**config.mk**
```make
export PLATFORM = sky130hd
export DESIGN_NAME = c_escape_string_decoder
export DESIGN_NICKNAME = d
export VERILOG_FILES = /design/src/hdl/cesd_pkg.sv /design/src/hdl/cesd_front.sv /design/src/hdl/cesd_fifo.sv /design/src/hdl/cesd_back.sv /design/src/hdl/c_escape_string_decoder.sv
export SDC_FILE = /design/constraint.sdc
export NUM_CORES = 1
export LEC_CHECK = 0
export BUFFER_PORTS_ARGS = -buffer_cell sky130_fd_sc_hd__buf_2
export CELL_PAD_IN_SITES_DETAIL_PLACEMENT = 0
export CELL_PAD_IN_SITES_GLOBAL_PLACEMENT = 1
export CORE_MARGIN = 2
export CORE_UTILIZATION = 54
export DETAILED_ROUTE_END_ITERATION = 10
export GPL_TIMING_DRIVEN = 0
export PLACE_DENSITY_LB_ADDON = 0.08
export SYNTH_ARGS = -nofsm -noshare
export SYNTH_HDL_FRONTEND = slang
export SYNTH_HIERARCHICAL = 1
export SYNTH_SLANG_ARGS = --single-unit
```
**constraint.sdc**
```tcl
create_clock -name clk_i -period 4.8 [get_ports clk_i]
set_input_delay 0.24 -clock clk_i [delete_from_list [all_inputs] [get_ports clk_i]]
set_output_delay 0.24 -clock clk_i [all_outputs]
set_load 0.05 [all_outputs]
```
**src/hdl/cesd_pkg.sv**
```systemverilog
// ----------------------------------------------------------------------------
// cesd_pkg
// Shared types, character constants and decode helpers for the escape decoder
// ----------------------------------------------------------------------------
package cesd_pkg;

  // characters used by the decoder
  localparam logic [7:0] ChBslash = 8'h5C;
  localparam logic [7:0] ChX      = 8'h78;
  localparam logic [7:0] ChZero   = 8'h30;
  localparam logic [7:0] ChNine   = 8'h39;
  localparam logic [7:0] ChUpperA = 8'h41;
  localparam logic [7:0] ChUpperF = 8'h46;
  localparam logic [7:0] ChLowerA = 8'h61;
  localparam logic [7:0] ChLowerF = 8'h66;
  localparam logic [7:0] HexTen   = 8'd10;

  // most bytes one source byte can produce
  localparam int unsigned MaxBytes = 4;
  localparam int unsigned CntW     = $clog2(MaxBytes + 1);
  localparam int unsigned IdxW     = $clog2(MaxBytes);

  // queue between front and back
  localparam int unsigned QDepth = 4;
  localparam int unsigned QPtrW  = $clog2(QDepth);
  localparam int unsigned QCntW  = $clog2(QDepth + 1);

  typedef struct packed {
    logic [7:0] in_byte;
    logic       in_last;
  } in_t;

  typedef struct packed {
    logic [7:0] out_byte;
    logic       out_last;
  } out_t;

  // one decoded burst: up to MaxBytes output bytes
  typedef struct packed {
    logic [CntW-1:0]              cnt;
    logic                         last;
    logic [MaxBytes-1:0][7:0]     data;
  } cmd_t;

  typedef enum logic [4:0] {
    ModeIdle  = 5'b00001,
    ModeEsc   = 5'b00010,
    ModeX     = 5'b00100,
    ModeDigit = 5'b01000,
    ModeCopy  = 5'b10000
  } mode_e;

  typedef struct packed {
    logic       valid;
    logic [3:0] value;
  } hex_t;

  typedef struct packed {
    logic       valid;
    logic [7:0] value;
  } esc_t;

  function automatic hex_t hex_value(logic [7:0] c);
    hex_t   r;
    logic [7:0] t;
    r = '0;
    t = '0;
    if (c >= ChZero && c <= ChNine) begin
      t = c - ChZero;
      r = '{valid: 1'b1, value: t[3:0]};
    end else if (c >= ChUpperA && c <= ChUpperF) begin
      t = c - ChUpperA + HexTen;
      r = '{valid: 1'b1, value: t[3:0]};
    end else if (c >= ChLowerA && c <= ChLowerF) begin
      t = c - ChLowerA + HexTen;
      r = '{valid: 1'b1, value: t[3:0]};
    end
    return r;
  endfunction

  function automatic esc_t simple_escape(logic [7:0] c);
    esc_t r;
    r = '{valid: 1'b1, value: c};
    case (c)
      8'h27, 8'h22, 8'h3F, 8'h5C: r.value = c;
      8'h61: r.value = 8'd7;
      8'h62: r.value = 8'd8;
      8'h66: r.value = 8'd12;
      8'h6E: r.value = 8'd10;
      8'h72: r.value = 8'd13;
      8'h74: r.value = 8'd9;
      8'h76: r.value = 8'd11;
      default: r.valid = 1'b0;
    endcase
    return r;
  endfunction

endpackage

```
**src/hdl/cesd_front.sv**
```systemverilog
// ----------------------------------------------------------------------------
// cesd_front
// Takes source bytes, tracks escape state and emits decoded bursts
// ----------------------------------------------------------------------------
module cesd_front (
  input  logic            clk_i,
  input  logic            rst_ni,
  input  logic            accept_i,
  input  cesd_pkg::in_t   in_i,
  output logic            enq_o,
  output cesd_pkg::cmd_t  cmd_o
);

  cesd_pkg::mode_e mode_q, mode_d, next_mode;
  logic [7:0]      held_q, held_d;
  cesd_pkg::hex_t  cur_hex, held_hex;
  cesd_pkg::esc_t  esc;
  cesd_pkg::cmd_t  cmd;
  logic [7:0]      b;
  logic            last;

  assign b        = in_i.in_byte;
  assign last     = in_i.in_last;
  assign cur_hex  = cesd_pkg::hex_value(b);
  assign held_hex = cesd_pkg::hex_value(held_q);
  assign esc      = cesd_pkg::simple_escape(b);

  always_comb begin
    cmd       = '0;
    next_mode = cesd_pkg::ModeIdle;
    held_d    = held_q;
    unique case (mode_q)
      cesd_pkg::ModeEsc: begin
        if (esc.valid) begin
          cmd.cnt     = cesd_pkg::CntW'(1);
          cmd.data[0] = esc.value;
        end else if (b == cesd_pkg::ChX) begin
          if (last) begin
            cmd.cnt     = cesd_pkg::CntW'(2);
            cmd.data[0] = cesd_pkg::ChBslash;
            cmd.data[1] = cesd_pkg::ChX;
          end else begin
            next_mode = cesd_pkg::ModeX;
          end
        end else begin
          cmd.cnt     = cesd_pkg::CntW'(2);
          cmd.data[0] = cesd_pkg::ChBslash;
          cmd.data[1] = b;
        end
      end
      cesd_pkg::ModeX: begin
        if (!cur_hex.valid || last) begin
          cmd.cnt     = cesd_pkg::CntW'(3);
          cmd.data[0] = cesd_pkg::ChBslash;
          cmd.data[1] = cesd_pkg::ChX;
          cmd.data[2] = b;
          if (!cur_hex.valid && !last) begin
            next_mode = cesd_pkg::ModeCopy;
          end
        end else begin
          held_d    = b;
          next_mode = cesd_pkg::ModeDigit;
        end
      end
      cesd_pkg::ModeDigit: begin
        if (!held_hex.valid || !cur_hex.valid) begin
          cmd.cnt     = cesd_pkg::CntW'(4);
          cmd.data[0] = cesd_pkg::ChBslash;
          cmd.data[1] = cesd_pkg::ChX;
          cmd.data[2] = held_q;
          cmd.data[3] = b;
        end else if ({held_hex.value, cur_hex.value} == 8'h00) begin
          cmd.cnt     = cesd_pkg::CntW'(2);
          cmd.data[0] = cesd_pkg::ChBslash;
          cmd.data[1] = cesd_pkg::ChZero;
        end else begin
          cmd.cnt     = cesd_pkg::CntW'(1);
          cmd.data[0] = {held_hex.value, cur_hex.value};
        end
      end
      cesd_pkg::ModeCopy: begin
        cmd.cnt     = cesd_pkg::CntW'(1);
        cmd.data[0] = b;
      end
      default: begin
        if (b == cesd_pkg::ChBslash) begin
          if (last) begin
            cmd.cnt     = cesd_pkg::CntW'(1);
            cmd.data[0] = cesd_pkg::ChBslash;
          end else begin
            next_mode = cesd_pkg::ModeEsc;
          end
        end else begin
          cmd.cnt     = cesd_pkg::CntW'(1);
          cmd.data[0] = b;
        end
      end
    endcase
    cmd.last = last;
  end

  // a string end always drops back to idle
  always_comb begin
    mode_d = mode_q;
    if (accept_i) begin
      mode_d = last ? cesd_pkg::ModeIdle : next_mode;
    end
  end

  always_ff @(posedge clk_i or negedge rst_ni) begin
    if (!rst_ni) begin
      mode_q <= cesd_pkg::ModeIdle;
      held_q <= '0;
    end else begin
      mode_q <= mode_d;
      if (accept_i) begin
        held_q <= held_d;
      end
    end
  end

  assign enq_o = accept_i && (cmd.cnt != '0);
  assign cmd_o = cmd;

endmodule

```
**src/hdl/cesd_fifo.sv**
```systemverilog
// ----------------------------------------------------------------------------
// cesd_fifo
// Short queue of decoded bursts between front and back
// ----------------------------------------------------------------------------
module cesd_fifo (
  input  logic            clk_i,
  input  logic            rst_ni,
  input  logic            wr_en_i,
  input  cesd_pkg::cmd_t  wr_data_i,
  output logic            full_o,
  input  logic            rd_en_i,
  output cesd_pkg::cmd_t  rd_data_o,
  output logic            empty_o
);

  cesd_pkg::cmd_t                   mem_q [cesd_pkg::QDepth];
  logic [cesd_pkg::QPtrW-1:0]       wr_ptr_q, rd_ptr_q;
  logic [cesd_pkg::QCntW-1:0]       cnt_q, cnt_d;
  logic                             do_wr, do_rd;

  assign full_o    = (cnt_q == cesd_pkg::QCntW'(cesd_pkg::QDepth));
  assign empty_o   = (cnt_q == '0);
  assign do_wr     = wr_en_i && !full_o;
  assign do_rd     = rd_en_i && !empty_o;
  assign rd_data_o = mem_q[rd_ptr_q];

  always_comb begin
    cnt_d = cnt_q;
    case ({do_wr, do_rd})
      2'b10:   cnt_d = cnt_q + cesd_pkg::QCntW'(1);
      2'b01:   cnt_d = cnt_q - cesd_pkg::QCntW'(1);
      default: cnt_d = cnt_q;
    endcase
  end

  always_ff @(posedge clk_i or negedge rst_ni) begin
    if (!rst_ni) begin
      wr_ptr_q <= '0;
      rd_ptr_q <= '0;
      cnt_q    <= '0;
    end else begin
      cnt_q <= cnt_d;
      if (do_wr) begin
        wr_ptr_q <= wr_ptr_q + cesd_pkg::QPtrW'(1);
      end
      if (do_rd) begin
        rd_ptr_q <= rd_ptr_q + cesd_pkg::QPtrW'(1);
      end
    end
  end

  always_ff @(posedge clk_i) begin
    if (do_wr) begin
      mem_q[wr_ptr_q] <= wr_data_i;
    end
  end

endmodule

```
**src/hdl/cesd_back.sv**
```systemverilog
// ----------------------------------------------------------------------------
// cesd_back
// Holds one burst and hands its bytes out one transfer at a time
// ----------------------------------------------------------------------------
module cesd_back (
  input  logic            clk_i,
  input  logic            rst_ni,
  input  logic            q_empty_i,
  input  cesd_pkg::cmd_t  q_data_i,
  output logic            q_rd_o,
  output logic            empty_o,
  input  logic            pop_i,
  output cesd_pkg::out_t  out_o
);

  cesd_pkg::cmd_t               cmd_q;
  logic [cesd_pkg::IdxW-1:0]    idx_q;
  logic                         busy_q;
  logic                         at_end, done, take;

  assign at_end = ({1'b0, idx_q} + cesd_pkg::CntW'(1)) == cmd_q.cnt;
  assign done   = busy_q && pop_i && at_end;
  assign take   = !q_empty_i && (!busy_q || done);
  assign q_rd_o = take;

  always_ff @(posedge clk_i or negedge rst_ni) begin
    if (!rst_ni) begin
      busy_q <= 1'b0;
      idx_q  <= '0;
    end else begin
      if (take) begin
        busy_q <= 1'b1;
        idx_q  <= '0;
      end else if (done) begin
        busy_q <= 1'b0;
      end else if (busy_q && pop_i) begin
        idx_q <= idx_q + cesd_pkg::IdxW'(1);
      end
    end
  end

  always_ff @(posedge clk_i) begin
    if (take) begin
      cmd_q <= q_data_i;
    end
  end

  assign empty_o        = !busy_q;
  assign out_o.out_byte = cmd_q.data[idx_q];
  assign out_o.out_last = cmd_q.last && at_end;

endmodule

```
**src/hdl/c_escape_string_decoder.sv**
```systemverilog
// ----------------------------------------------------------------------------
// c_escape_string_decoder
// Streaming decoder of C string escapes, one source byte per transfer
// ----------------------------------------------------------------------------
// Input side is a queue write port: a source byte with its last flag moves
// when push is high and full is low. Output side is a queue read port: the
// oldest decoded byte sits on out_o while empty is low and moves when pop is
// high. out_last marks the final decoded byte of each string.
// A source byte yields zero to four decoded bytes. The front classifies one
// byte per cycle while full is low and writes a burst into a four-entry
// queue; the back sends one byte per cycle while pop is high. Plain text
// thus flows at one byte per cycle, each byte passing the queue and the
// back register before it shows on out_o. Multi-byte bursts back up into
// the queue and raise full; input rate is then set by the output port.
// When pop stays low, bytes wait in the back register and the queue; input
// keeps flowing until the queue fills. Reset empties the queue and returns
// the escape state to idle.
// ----------------------------------------------------------------------------
module c_escape_string_decoder (
  input  logic            clk_i,
  input  logic            rst_ni,
  input  logic            push,
  output logic            full,
  input  cesd_pkg::in_t   in_i,
  output logic            empty,
  input  logic            pop,
  output cesd_pkg::out_t  out_o
);

  logic            accept;
  logic            enq;
  cesd_pkg::cmd_t  cmd;
  cesd_pkg::cmd_t  q_data;
  logic            q_empty, q_rd;

  assign accept = push && !full;

  cesd_front u_front (
    .clk_i    (clk_i),
    .rst_ni   (rst_ni),
    .accept_i (accept),
    .in_i     (in_i),
    .enq_o    (enq),
    .cmd_o    (cmd)
  );

  cesd_fifo u_fifo (
    .clk_i     (clk_i),
    .rst_ni    (rst_ni),
    .wr_en_i   (enq),
    .wr_data_i (cmd),
    .full_o    (full),
    .rd_en_i   (q_rd),
    .rd_data_o (q_data),
    .empty_o   (q_empty)
  );

  cesd_back u_back (
    .clk_i     (clk_i),
    .rst_ni    (rst_ni),
    .q_empty_i (q_empty),
    .q_data_i  (q_data),
    .q_rd_o    (q_rd),
    .empty_o   (empty),
    .pop_i     (pop),
    .out_o     (out_o)
  );

endmodule
```
# Word-level counts from Yosys, hierarchy flattened

Memories as Yosys holds them, arrays and structs flattened. A register that Yosys moved wholly into a read port is not among the register bits.
Cells that the tools add are included.

$add $sub $neg: 16
Multiply operators: 0
Div/mod/pow operators: 0
Magnitude comparators: 13
Eq/ne operators: 21
Shifts and indexed selects: 0
Mux-type cells: 49
Bitwise gates (word level): 1
Reductions and logical operators: 34

Operator list:

| kind                | count |
|---|---|
| $eq 8x7->1 const B  | 9 |
| $pmux 8 s7          | 1 |
| $mux 5              | 10 |
| $mux 16             | 3 |
| $mux 8              | 6 |
| $ge 8x7->1 const B  | 4 |
| $le 8x7->1 const B  | 4 |
| $pmux 8 s4          | 1 |
| $eq 8x6->1 const B  | 3 |
| $mux 24             | 1 |
| $pmux 8 s3          | 1 |
| $sub 4x1->4 const B | 6 |
| $add 4x4->4 const B | 4 |
| $bmux 8 s2          | 1 |
| $ge 8x6->1 const B  | 2 |
| $le 8x6->1 const B  | 2 |
| $pmux 8 s2          | 1 |
| $logic_and 1x1->1   | 15 |
| $mux 15             | 1 |
| $pmux 5 s3          | 1 |
| $mux 2              | 7 |
| $mux 3              | 4 |
| $pmux 3 s4          | 1 |
| $reduce_or 11->1    | 1 |
| other kinds (28)    | 45 |

Bits in registers: 23
Latch bits: 0
Bits in writable memories: 144
Memory bits (read-only): 0
Input port bits: 13
Output and inout port bits: 11
Logic and storage cells: 142
Memories kept: 1

Memories:

| memory       | depth | bits a word | rd ports | clocked after Yosys merged registers in | write ports | line            | RTL |
|---|---|---|---|---|---|---|---|
| u_fifo.mem_q | 4     | 36          | 1        | 1                                       | 1           | cesd_fifo.sv:16 | `cesd_pkg::cmd_t mem_q [cesd_pkg::QDepth];` |

# Logic depth before layout (Yosys ltp)

Gate-level depths: netlist of the first run.

Depth after elaboration: 14
Gate-level depth with buffers: 17
Depth with buffers taken out: 16

# Modules after synthesis

The synthesis of the first run kept the hierarchy.

By module, submodules not included:

| module                  | times used | cells an instance | area an instance (µm²) | seq. area each (µm²) |
|---|---|---|---|---|
| cesd_fifo               | 1          | 225               | 5635.4                 | 4499.3 |
| cesd_front              | 1          | 233               | 1836.8                 | 326.6 |
| cesd_back               | 1          | 71                | 1503.9                 | 1156.1 |
| c_escape_string_decoder | 1          | 1                 | 13.8                   | 0.0 |

# Worst setup path before layout of the first run

No wires, ideal clock.

Path kind: register -> register
Start: register u_back/idx_q[0] (netlist name)
End: register u_fifo/cnt_q[2] (netlist name)
Setup time: 0.079 ns
Data arrival time: 4.339 ns
Required time: 4.721 ns
Slack: 0.382 ns
Stages on the path, launching flop included: 12
Buffers on the path: 0
Clock period less this slack: 4.418 ns
Cell sequence: dfrtp_1 -> ha_1 -> xnor2_1 -> nand4_1 -> a21oi_1 -> o31a_1 -> ha_1 -> inv_1 -> fa_1 -> xor2_1 -> nor2_1 -> xor2_1

Cells in the longest elaborated chain, start to end: 8
Elaborated cells on any way between the ends: 10
Classes of those cells: 1 x add/sub; 3 x eq/ne; 1 x mux; 5 x reduce/logical

Ends and longest elaborated chain:

| what                                                   | line                          | RTL |
|---|---|---|
| start: declaration                                     | cesd_back.sv:17               | `logic [cesd_pkg::IdxW-1:0] idx_q;` |
| start signal: assignment                               | cesd_back.sv:37               | `idx_q <= idx_q + cesd_pkg::IdxW'(1);` |
| $add 2x1->3 *                                          | cesd_back.sv:21               | `assign at_end = ({1'b0, idx_q} + cesd_pkg::CntW'(1)) == cmd_q.cnt;` |
| $eq 3x3->1 *                                           | cesd_back.sv:21               |  |
| $logic_and 1x1->1 *                                    | cesd_back.sv:22               | `assign done = busy_q && pop_i && at_end;` |
| $logic_or 1x1->1 *                                     | cesd_back.sv:23               | `assign take = !q_empty_i && (!busy_q \|\| done);` |
| $logic_and 1x1->1 *                                    | cesd_back.sv:23               |  |
| named net q_rd                                         | c_escape_string_decoder.sv:34 | `logic q_empty, q_rd;` |
| $logic_and 1x1->1 *                                    | cesd_fifo.sv:24               | `assign do_rd = rd_en_i && !empty_o;` |
| named net u_fifo.do_rd                                 | cesd_fifo.sv:19               | `logic do_wr, do_rd;` |
| $eq 2x1->1 / $eq 2x2->1 (equally long branches)        | cesd_fifo.sv:29               | `case ({do_wr, do_rd})` |
| $pmux 3 s2 / $reduce_bool 2->1 (equally long branches) | -                             |  |
| end signal: assignment                                 | cesd_fifo.sv:42               | `cnt_q <= cnt_d;` |
| end: declaration                                       | cesd_fifo.sv:18               | `logic [cesd_pkg::QCntW-1:0] cnt_q, cnt_d;` |

Mark *: on every way through the listed nets, which the timed path passes. The rest lies on a longest branch.
A chain may end at the register's enable or synchronous reset.

==> results.json, run 1 <==
{
  "status": "completed",
  "fmax_ghz": 0.243,
  "reg2reg_depth": 16,
  "holdCritStartpoint": "pop",
  "r2r_setup_slack_ps": 690,
  "synth_ff_type": "edfxtp_1",
  "grt_overflow": 0,
  "clkLatencyLatePin_ps": 490,
  "syn_nets": 558,
  "grt_pass1_vias": 5093,
  "ctsHoldBuffers": 1,
  "grt_usage": 0.231,
  "dr.pass1.iters": 5,
  "cts-root-buf": "clkbuf_16",
  "reg2reg_to": "u_fifo/cnt_q[2]",
  "drive_gt1_frac": 0.250,
  "diodes": 0,
  "synthToLayoutAreaGrowth_pct": 14.2,
  "r2r-start": "u_front/held_q[1]",
  "ys_seq_area_frac": 0.665,
  "rows": 47,
  "die_y_um": 133,
  "finalSetupViolations": 0,
  "fin_util": 0.626,
  "core-area_mm2": 0.0164,
  "fin_area_mm2": 0.0103,
  "yosysTopAreaCell": "edfxtp_1",
  "worstSetupStartpointType": "flip-flop",
  "post-route-period-util": 0.856,
  "cts_sinks": 203,
  "post_cts_resize_count": 0,
  "total_leakage_power_uw": 0.00360,
  "final_antenna_net_count": 0,
  "antenna_found_initial": 0,
  "avgSynthCellArea_um2": 17.0,
  "critPathCaptureType": "flip-flop",
  "viasPerCell": 6.16,
  "min_to": "u_back/busy_q",
  "cellPowerDensity_mw_per_mm2": 569,
  "period_needed_ps": 4110,
  "drv_slew": 0,
  "dp.cells": 778,
  "vias": 5048,
  "ys_ff_latch": 203,
  "routed_wl_um": 19500,
  "slew_headroom": 0.325,
  "cp_max_fo": 7,
  "post_cts_buffers": 0,
  "drc": 0,
  "io_buffers": 23,
  "final_cells": 819,
  "crit_required_ps": 5200,
  "placed_cell_area_mm2": 0.00950,
  "critical_path.most_common_cell": "inv_1",
  "place_ws_ps": 378,
  "final_hold_viol_count": 0,
  "ir_worst_vdd_v": 0.000338,
  "critical_path.max_stage_delay_ps": 570,
  "critPathKind": "reg2reg",
  "worst_clock_skew_ps": 15.0,
  "clk_path_buf_depth": 3,
  "critPathSlowestCell": "o221ai_1",
  "ys_types": 78,
  "gp_congestion": 0.871,
  "syn_area_mm2": 0.00899,
  "cap_violations": 0,
  "netlist.area_leader.share": 0.601,
  "cts_tree": "built",
  "synth_commonest_cells": "180 x edfxtp_1, 42 x mux4_2, 22 x dfrtp_1",
  "grt_max_degree": 28,
  "synth_edf_count": 180,
  "clk_pin_slew_worst_paths_ps": 60,
  "grt_pass1_wl_um": 30500,
  "die_w_um": 133,
  "crit_chain": "inv_1 > ha_1 > nor3b_1 > a311oi_4 > o221ai_1 > a31oi_1 > o32a_1 > o31a_1 > nor2b_2 > inv_1 > ha_1 > inv_1 > fa_1 > xor2_1 > nor2_1 > xor2_1",
  "start_util": 0.548,
  "worst_slack_ps": 690,
  "ioPinCount": 24,
  "worstPathArrival_ps": 4510,
  "tightest_slew_ps": 1010,
  "synthCells": 530,
  "htree_levels": 1,
  "rsz0062_at_grt": "false",
  "drt-initial-drc-count": 371,
  "hold_depth": 2,
  "yosysWarnings": 6,
  "dp_hpwl_um": 12800,
  "nNetsFinal": 611,
  "min_path_type": "in2reg",
  "synth_most_common_cell": "edfxtp_1",
  "cts_buffers": 22,
  "synthTopCellsByArea": "edfxtp_1 60%, mux4_2 11%, dfrtp_1 6.1%",
  "wl_per_cell_um": 23.8,
  "synthArstFlopShare": 0.113,
  "die-area_mm2": 0.0177
}
## kinds of logic after synthesis
kind of cell | Yosys count | share of synthesized area
AOI/OAI and AO/OA | 84 | 0.0732
xor gates and xnor gates | 12 | 0.0117
adders and majority gates | 15 | 0.0217
buffers and inverters | 40 | 0.0238
DFF | 203 | 0.665
muxes | 52 | 0.121
and+or+nand+nor | 124 | 0.0834
## how the worst max path moves through the flow
stage / end / cells past startpoint / from
3_3_place_gp: u_fifo/cnt_q[2] / 11 / u_back/idx_q[0]
3_5_place_dp: u_fifo/cnt_q[2] / 17 / in_i[1]
4_1_cts: u_fifo/cnt_q[2] / 16 / u_front/held_q[1]
6_report: u_fifo/cnt_q[2] / 16 / u_front/held_q[1]
5_1_grt: u_fifo/cnt_q[2] / 16 / u_front/held_q[1]
2_1_floorplan: u_fifo/cnt_q[2] / 11 / u_back/idx_q[0]
## cells in the final DEF, fill, tap and decap left out, types with 5 or more instances in the layout
cell and instances:
nor2b_1 8, clkbuf_16 23, ha_1 14, mux4_2 42, o21ai_0 12, inv_1 16, o21bai_1 7, or2_2 5
a21oi_1 10, nor3_1 8, a31oi_1 5, and2_1 6, a22o_1 9, nor2_1 15, buf_2 30, buf_12 7
xnor2_1 8, clkbuf_1 14, and3_1 11, nand2_1 19, mux2_2 6, edfxtp_1 180, dfrtp_1 22, nand3_1 10
nor4_1 5
## power breakdown
part | switching, µW | leakage (µW) | internal (µW)
sequential | 116 | 0.00196 | 2380
clock | 640 | 0.000365 | 1080
combinational | 954 | 0.00127 | 670
## sequential cells by signal, summed over array words and instances, names as in the netlist
register,cells
u_fifo/wr_ptr_q,2
u_back/busy_q,1
u_fifo/cnt_q,3
u_front/held_q,8
u_back/cmd_q,36
u_fifo/mem_q,144
u_back/idx_q,2
u_front/mode_q,5
u_fifo/rd_ptr_q,2
## layer usage
layer  up-vias  global-route usage  wire length, µm
met5         -                   0                0
met4         0              0.0394              188
met3        22              0.0318             1160
met2       170               0.379             9590
met1      2614               0.340             8520
li1       2242                   -                -
## per-stage QoR
stage | hold WS [ps] | total power [µW] | TNS (ps)
global placement | 275 | 4090 | -59490
finish | 29.0 | 5840 | 0
detailed placement | 282 | 4170 | 0
global route | 41.1 | 6080 | 0
floorplan | -55.6 | 3680 | 0
CTS | 10.4 | 5910 | 0
## layout make-up
| cell class | count | area [µm²] |
|---|---|---|
| clock inverters | 10 | 126 |
| well taps | 220 | 275 |
| inverters | 16 | 60.1 |
| plain buffers | 24 | 154 |
| fillers | 1185 | 6140 |
| multi-input cells | 287 | 2810 |
| clock buffers | 30 | 632 |
| repair buffers | 29 | 225 |
| flip-flops and latches | 203 | 5980 |
## worst max-delay path, delay by kind of cell, from the launching register on
family                     cells  cell delay, ps
AOI/OAI and AO/OA              5            1460
xor gates and xnor gates       2             300
adders and majority gates      3             760
buffers and inverters          3             240
DFF                            1             500
and+or+nand+nor                3             740
(Power assumes the default switching activity.)
==> inputs of run 2 (changes only) <==
- CORE_UTILIZATION: 54 -> 53
- SYNTH_HIERARCHICAL: 1 -> default
==> run 2 against run 1 <==
  * Global-route usage is 0.066 points higher
  * Clock power hardly changed
  * Cell count is 0.37% higher
  * Critical endpoint is now u_fifo.cnt_q[2]
==> results.json, run 2 <==
{
  "synth_ff_type": "edfxtp_1",
  "dp_hpwl_um": 13300,
  "yosysWarnings": 0,
  "syn_nets": 565,
  "final_common_cell": "edfxtp_1",
  "worst_clock_skew_ps": 13.5,
  "avgSynthCellArea_um2": 16.4,
  "synth_commonest_cells": "180 x edfxtp_1, 44 x mux4_2, 37 x nand2_1",
  "crit_required_ps": 5210,
  "routed_wl_um": 19500,
  "reg_top3": "u_fifo.mem_q x144, u_back.cmd_q x36, u_front.held_q x8",
  "worstPathArrival_ps": 4240,
  "gp_congestion": 0.865,
  "grt_pass1_wl_um": 30200,
  "drv_slew": 0,
  "slew_headroom": 0.295,
  "dr.pass1.iters": 5,
  "final_hold_viol_count": 0,
  "synthTopCellsByArea": "edfxtp_1 61%, mux4_2 11%, dfrtp_1 6.3%",
  "largest_reg_flops": 144,
  "finalSetupViolations": 0,
  "cellPowerDensity_mw_per_mm2": 571,
  "synth_edf_count": 180,
  "syn_area_mm2": 0.00880,
  "vias": 4926,
  "synth_most_common_cell": "edfxtp_1",
  "final_antenna_net_count": 0,
  "critPathCaptureType": "flip-flop",
  "yosysTopAreaCell": "edfxtp_1",
  "worstSetupStartpointType": "flip-flop",
  "cts_tree": "built",
  "whs_ps": 99.6,
  "die_w_um": 133,
  "grt_pass1_vias": 5115,
  "clk_pin_slew_worst_paths_ps": 60,
  "start_util": 0.537,
  "final_cell_mix": "180 x edfxtp_1, 44 x mux4_2, 37 x nand2_1",
  "drc": 0,
  "regMostFlops": "u_fifo.mem_q",
  "viasPerCell": 5.99,
  "nNetsFinal": 614,
  "grt_usage": 0.231,
  "post_cts_buffers": 0,
  "grt_max_degree": 27,
  "ioPinCount": 24,
  "ys_seq_area_frac": 0.680,
  "min_path_type": "in2reg",
  "rows": 47,
  "antenna_found_initial": 0,
  "fmax_ghz": 0.261,
  "status": "completed",
  "netlist.area_leader.share": 0.614,
  "clkLatencyLatePin_ps": 490,
  "drt-initial-drc-count": 418,
  "synthToLayoutAreaGrowth_pct": 14.0,
  "period_needed_ps": 3830,
  "drive_gt1_frac": 0.219,
  "tightest_slew_ps": 1060,
  "power.total_uw": 5730,
  "core-area_mm2": 0.0164,
  "wl_per_cell_um": 23.8,
  "rsz0062_at_grt": "false",
  "cts_sinks": 203,
  "synthCells": 537,
  "ir_worst_vdd_v": 0.000283,
  "critPathKind": "reg2reg",
  "htree_levels": 1,
  "io_buffers": 19,
  "cts_buffers": 22,
  "ys_types": 65,
  "clk_path_buf_depth": 3,
  "total_leakage_power_uw": 0.00353,
  "cap_violations": 0,
  "post-route-period-util": 0.798,
  "cp_max_fo": 26,
  "synthArstFlopShare": 0.113,
  "die-area_mm2": 0.0177,
  "ys_ff_latch": 203,
  "cts-root-buf": "clkbuf_16",
  "grt_overflow": 0,
  "diodes": 0,
  "die_y_um": 133,
  "fillers": 1218
}
-- run 2: cell count changes after synthesis, sizes merged, moves of 6 or more --
cell / previous run / this run
a22o: 9 / 2
buf: 14 / 8
clkbuf: 10 / 16
nand2: 19 / 37
o21ai: 12 / 35
o21bai: 7 / 1
-- run 2: critical path, cell delays in order, from the launching register on --
cell	delay, ps
dfrtp_1	350
clkbuf_1	790
xnor2_1	140
nor3_1	330
nand2_1	160
a21oi_4	550
buf_12	270
ha_1	220
inv_1	70
fa_1	430
xor2_1	150
nor2_1	110
xor2_1	150
-- run 2: kinds of logic (layout without fill, tap and decap cells) --
kind of cell               after synthesis  count (layout)  share of synthesized area
buffers and inverters                   44             109                     0.0207
AOI/OAI and AO/OA                       83              83                     0.0655
adders and majority gates               15              15                     0.0222
and+or+nand+nor                        131             131                     0.0813
xor gates and xnor gates                11              11                     0.0109
DFF                                    203             203                      0.680
muxes                                   50              50                      0.120
-- run 2: stage by stage --
step / setup TNS, ps / instance area [µm²] / std cells / worst slack, ps / utilization
6_report: 0 / 10000 / 822 / 970 / 0.612
5_1_grt: 0 / 10000 / 822 / 596 / 0.612
4_1_cts: 0 / 10000 / 822 / 939 / 0.612
3_5_place_dp: 0 / 9290 / 781 / 830 / 0.566
3_3_place_gp: -43490 / 9170 / 776 / -1700 / 0.559
2_1_floorplan: 0 / 8800 / 537 / 63.1 / -
-- run 2: final timing paths --
path                            slack, ps  cells past startpoint                  to             from
worst max-delay path                  970                     12     u_fifo.cnt_q[2]  u_back.idx_q[0]
worst min-delay path                  100                      4       u_back.busy_q              pop
worst max register to register        970                     12     u_fifo.cnt_q[2]  u_back.idx_q[0]
worst min register to register        500                      1     u_fifo.cnt_q[0]  u_fifo.cnt_q[0]
max in group asynchronous            4070                      2   u_front.held_q[5]           rst_ni
min in group asynchronous             310                      2  u_fifo.rd_ptr_q[1]           rst_ni
-- run 2: final cells by class --
cell class / count / area [µm²] / share of cell area
Buffer: 24 / 108 / 0.0107
Clock buffer: 25 / 583 / 0.0581
Clock inverter: 15 / 151 / 0.0151
Inverter: 20 / 75.1 / 0.00748
Multi-Input combinational cell: 290 / 2660 / 0.265
Sequential cell: 203 / 5980 / 0.596
Tap cell: 220 / 275 / 0.0274
Timing Repair Buffer: 25 / 205 / 0.0204
-- run 2: where the power goes --
| group | switching [µW] | internal (µW) |
|---|---|---|
| Clock | 652 | 1030 |
| Combinational | 948 | 608 |
| Sequential | 105 | 2380 |
-- run 2: timing repair --
item                                   CTS  global route
endpoints found under the hold margin   22             0
hold buffers                             1             0
resized for setup                        0             0
setup endpoints to repair                0             0
-- run 2: metal layers --
metal | vias up | share of wire | routed length [µm] | global-route usage
met5 | - | 0 | 0 | 0
met4 | 0 | 0.023 | 442 | 0.0669
met3 | 26 | 0.044 | 862 | 0.0345
met2 | 125 | 0.50 | 9810 | 0.387
met1 | 2564 | 0.43 | 8420 | 0.320
li1 | 2211 | - | - | -
==> inputs of run 3 (changes only) <==
- clock period: 4.8 -> 3.8 ns (I/O delays scaled with it)
==> run 3 against run 2 <==
  * Clock skew decreased by 6.7 ps
  * Sequential share of layout area increased by 0.75 points
  * Non-clock buffer count unchanged
  * Hold slack got worse by 35 ps
  * Maximum frequency increased by 8.1%
  * Flip-flop and latch count unchanged
  * Critical path depth increased by 2
  * Via count decreased by 2.3%
  * Cell count decreased by 0.49%
  * Global-route usage decreased by 1.2 points
  * Die area unchanged
  * Register-to-register slack got worse by 710 ps
==> results.json, run 3 (same netlist as run 2, synthesis figures left out) <==
{
  "r2r-start": "u_front.held_q[3]",
  "r2r_setup_slack_ps": 260,
  "grt_pass1_vias": 4877,
  "antenna_found_initial": 0,
  "tightest_slew_ps": 1030,
  "viasPerCell": 5.88,
  "ir_worst_vdd_v": 0.000349,
  "die_w_um": 133,
  "vias": 4813,
  "critical_path.startpoint": "u_front.held_q[3]",
  "grt_max_degree": 33,
  "cp_max_fo": 10,
  "fin_area_mm2": 0.00991,
  "reg2reg_depth": 14,
  "final_antenna_net_count": 0,
  "final_hold_viol_count": 0,
  "clk_pin_slew_worst_paths_ps": 60,
  "gp_congestion": 0.905,
  "critPathKind": "reg2reg",
  "drv_slew": 0,
  "rows": 47,
  "reg_top3": "u_fifo.mem_q x144, u_back.cmd_q x36, u_front.held_q x8",
  "ioPinCount": 24,
  "die-area_mm2": 0.0177,
  "core-area_mm2": 0.0164,
  "cts-root-buf": "clkbuf_16",
  "post_cts_buffers": 0,
  "routed_wl_um": 18700,
  "drt-initial-drc-count": 344,
  "cts_sinks": 203,
  "grt_pass1_wl_um": 28900,
  "total_leakage_power_uw": 0.00345,
  "worstSetupStartpointType": "flip-flop",
  "clkLatencyLatePin_ps": 480,
  "grt_usage": 0.220,
  "status": "completed",
  "dr.pass1.iters": 5,
  "regMostFlops": "u_fifo.mem_q",
  "finalSetupViolations": 0,
  "endpoint": "u_fifo.cnt_q[2]",
  "rsz0062_at_grt": "false",
  "cts_tree": "built",
  "post-route-period-util": 0.932,
  "min_path_type": "in2reg",
  "placed_cell_area_mm2": 0.00929,
  "final_cell_mix": "180 x edfxtp_1, 44 x mux4_2, 37 x nand2_1",
  "largest_reg_flops": 144,
  "nNetsFinal": 613,
  "crit_required_ps": 4200,
  "drc": 0,
  "cts_buffers": 21,
  "fmax_ghz": 0.282,
  "grt_overflow": 0,
  "fin_util": 0.604,
  "diodes": 0,
  "cap_violations": 0,
  "synthToLayoutAreaGrowth_pct": 12.6,
  "htree_levels": 1,
  "die_y_um": 133,
  "io_buffers": 19,
  "cellPowerDensity_mw_per_mm2": 692,
  "critPathCaptureType": "flip-flop",
  "final_common_cell": "edfxtp_1",
  "slew_headroom": 0.310,
  "period_needed_ps": 3540,
  "wl_per_cell_um": 22.9,
  "dp_hpwl_um": 12800,
  "start_util": 0.537,
  "worst_clock_skew_ps": 6.86,
  "reg2reg_to": "u_fifo.cnt_q[2]",
  "worstPathArrival_ps": 3940,
  "clk_path_buf_depth": 3,
  "drive_gt1_frac": 0.206
}
-- run 3: how the worst min path moves through the flow --
stage                       from       endpoint  slack [ps]  cells after the start
after floorplan           rst_ni  u_back.busy_q        -110                      0
after global placement    rst_ni  u_back.busy_q         240                      1
after detailed placement  rst_ni  u_back.busy_q         240                      1
after CTS                    pop  u_back.busy_q          40                      4
after global routing         pop  u_back.busy_q          80                      4
final                        pop  u_back.busy_q          60                      4
-- run 3: routing by layer --
layer	global-route usage	vias up	routed length [µm]
li1	-	2207	-
met5	0	-	0
met1	0.315	2473	8410
met2	0.365	109	9230
met4	0.0496	0	301
met3	0.0295	24	795
-- run 3: layout make-up --
type / count / area [µm²]
Timing Repair Buffer: 25 / 205
Clock buffer: 26 / 544
Clock inverter: 10 / 45.0
Multi-Input combinational cell: 290 / 2670
Buffer: 24 / 109
Inverter: 20 / 75.1
Fill cell: 1251 / 6500
Tap cell: 220 / 275
Sequential cell: 203 / 5980
-- run 3: where the power goes --
part | leakage, µW | switching [µW] | internal, µW
sequential | 0.00198 | 121 | 3000
clock | 0.000286 | 770 | 1010
combinational | 0.00118 | 1180 | 772
total | 0.00345 | 2080 | 4780
-- run 3: critical path: stages (launching register included) --
cell,delay [ps]
dfrtp_1,370
buf_6,140
or4b_4,570
a311oi_4,370
o22ai_2,220
and2_1,260
nor2_4,160
a41oi_4,190
inv_1,90
ha_1,180
inv_1,70
fa_1,430
xor2_1,150
nor2_1,110
xor2_1,160
-- run 3: stage by stage --
stage          setup TNS (ps)  hold slack, ps  instances  power, µW  setup WS, ps
2_1_floorplan               0            -106        537       4550         0.161
3_3_place_gp          -152960             238        776       5060         -1110
3_5_place_dp             -187             237        781       5170          -159
4_1_cts                     0            44.1        818       6960           104
5_1_grt                     0            79.8        818       7180          21.2
6_report                    0            64.2        818       6860           257
-- run 3: timing repair --
item	in CTS	in global routing
endpoints found under the setup margin	1	1
gates cloned	0	0
endpoints found under the hold margin	22	0
hold buffers	1	0
gates resized for setup	2	2
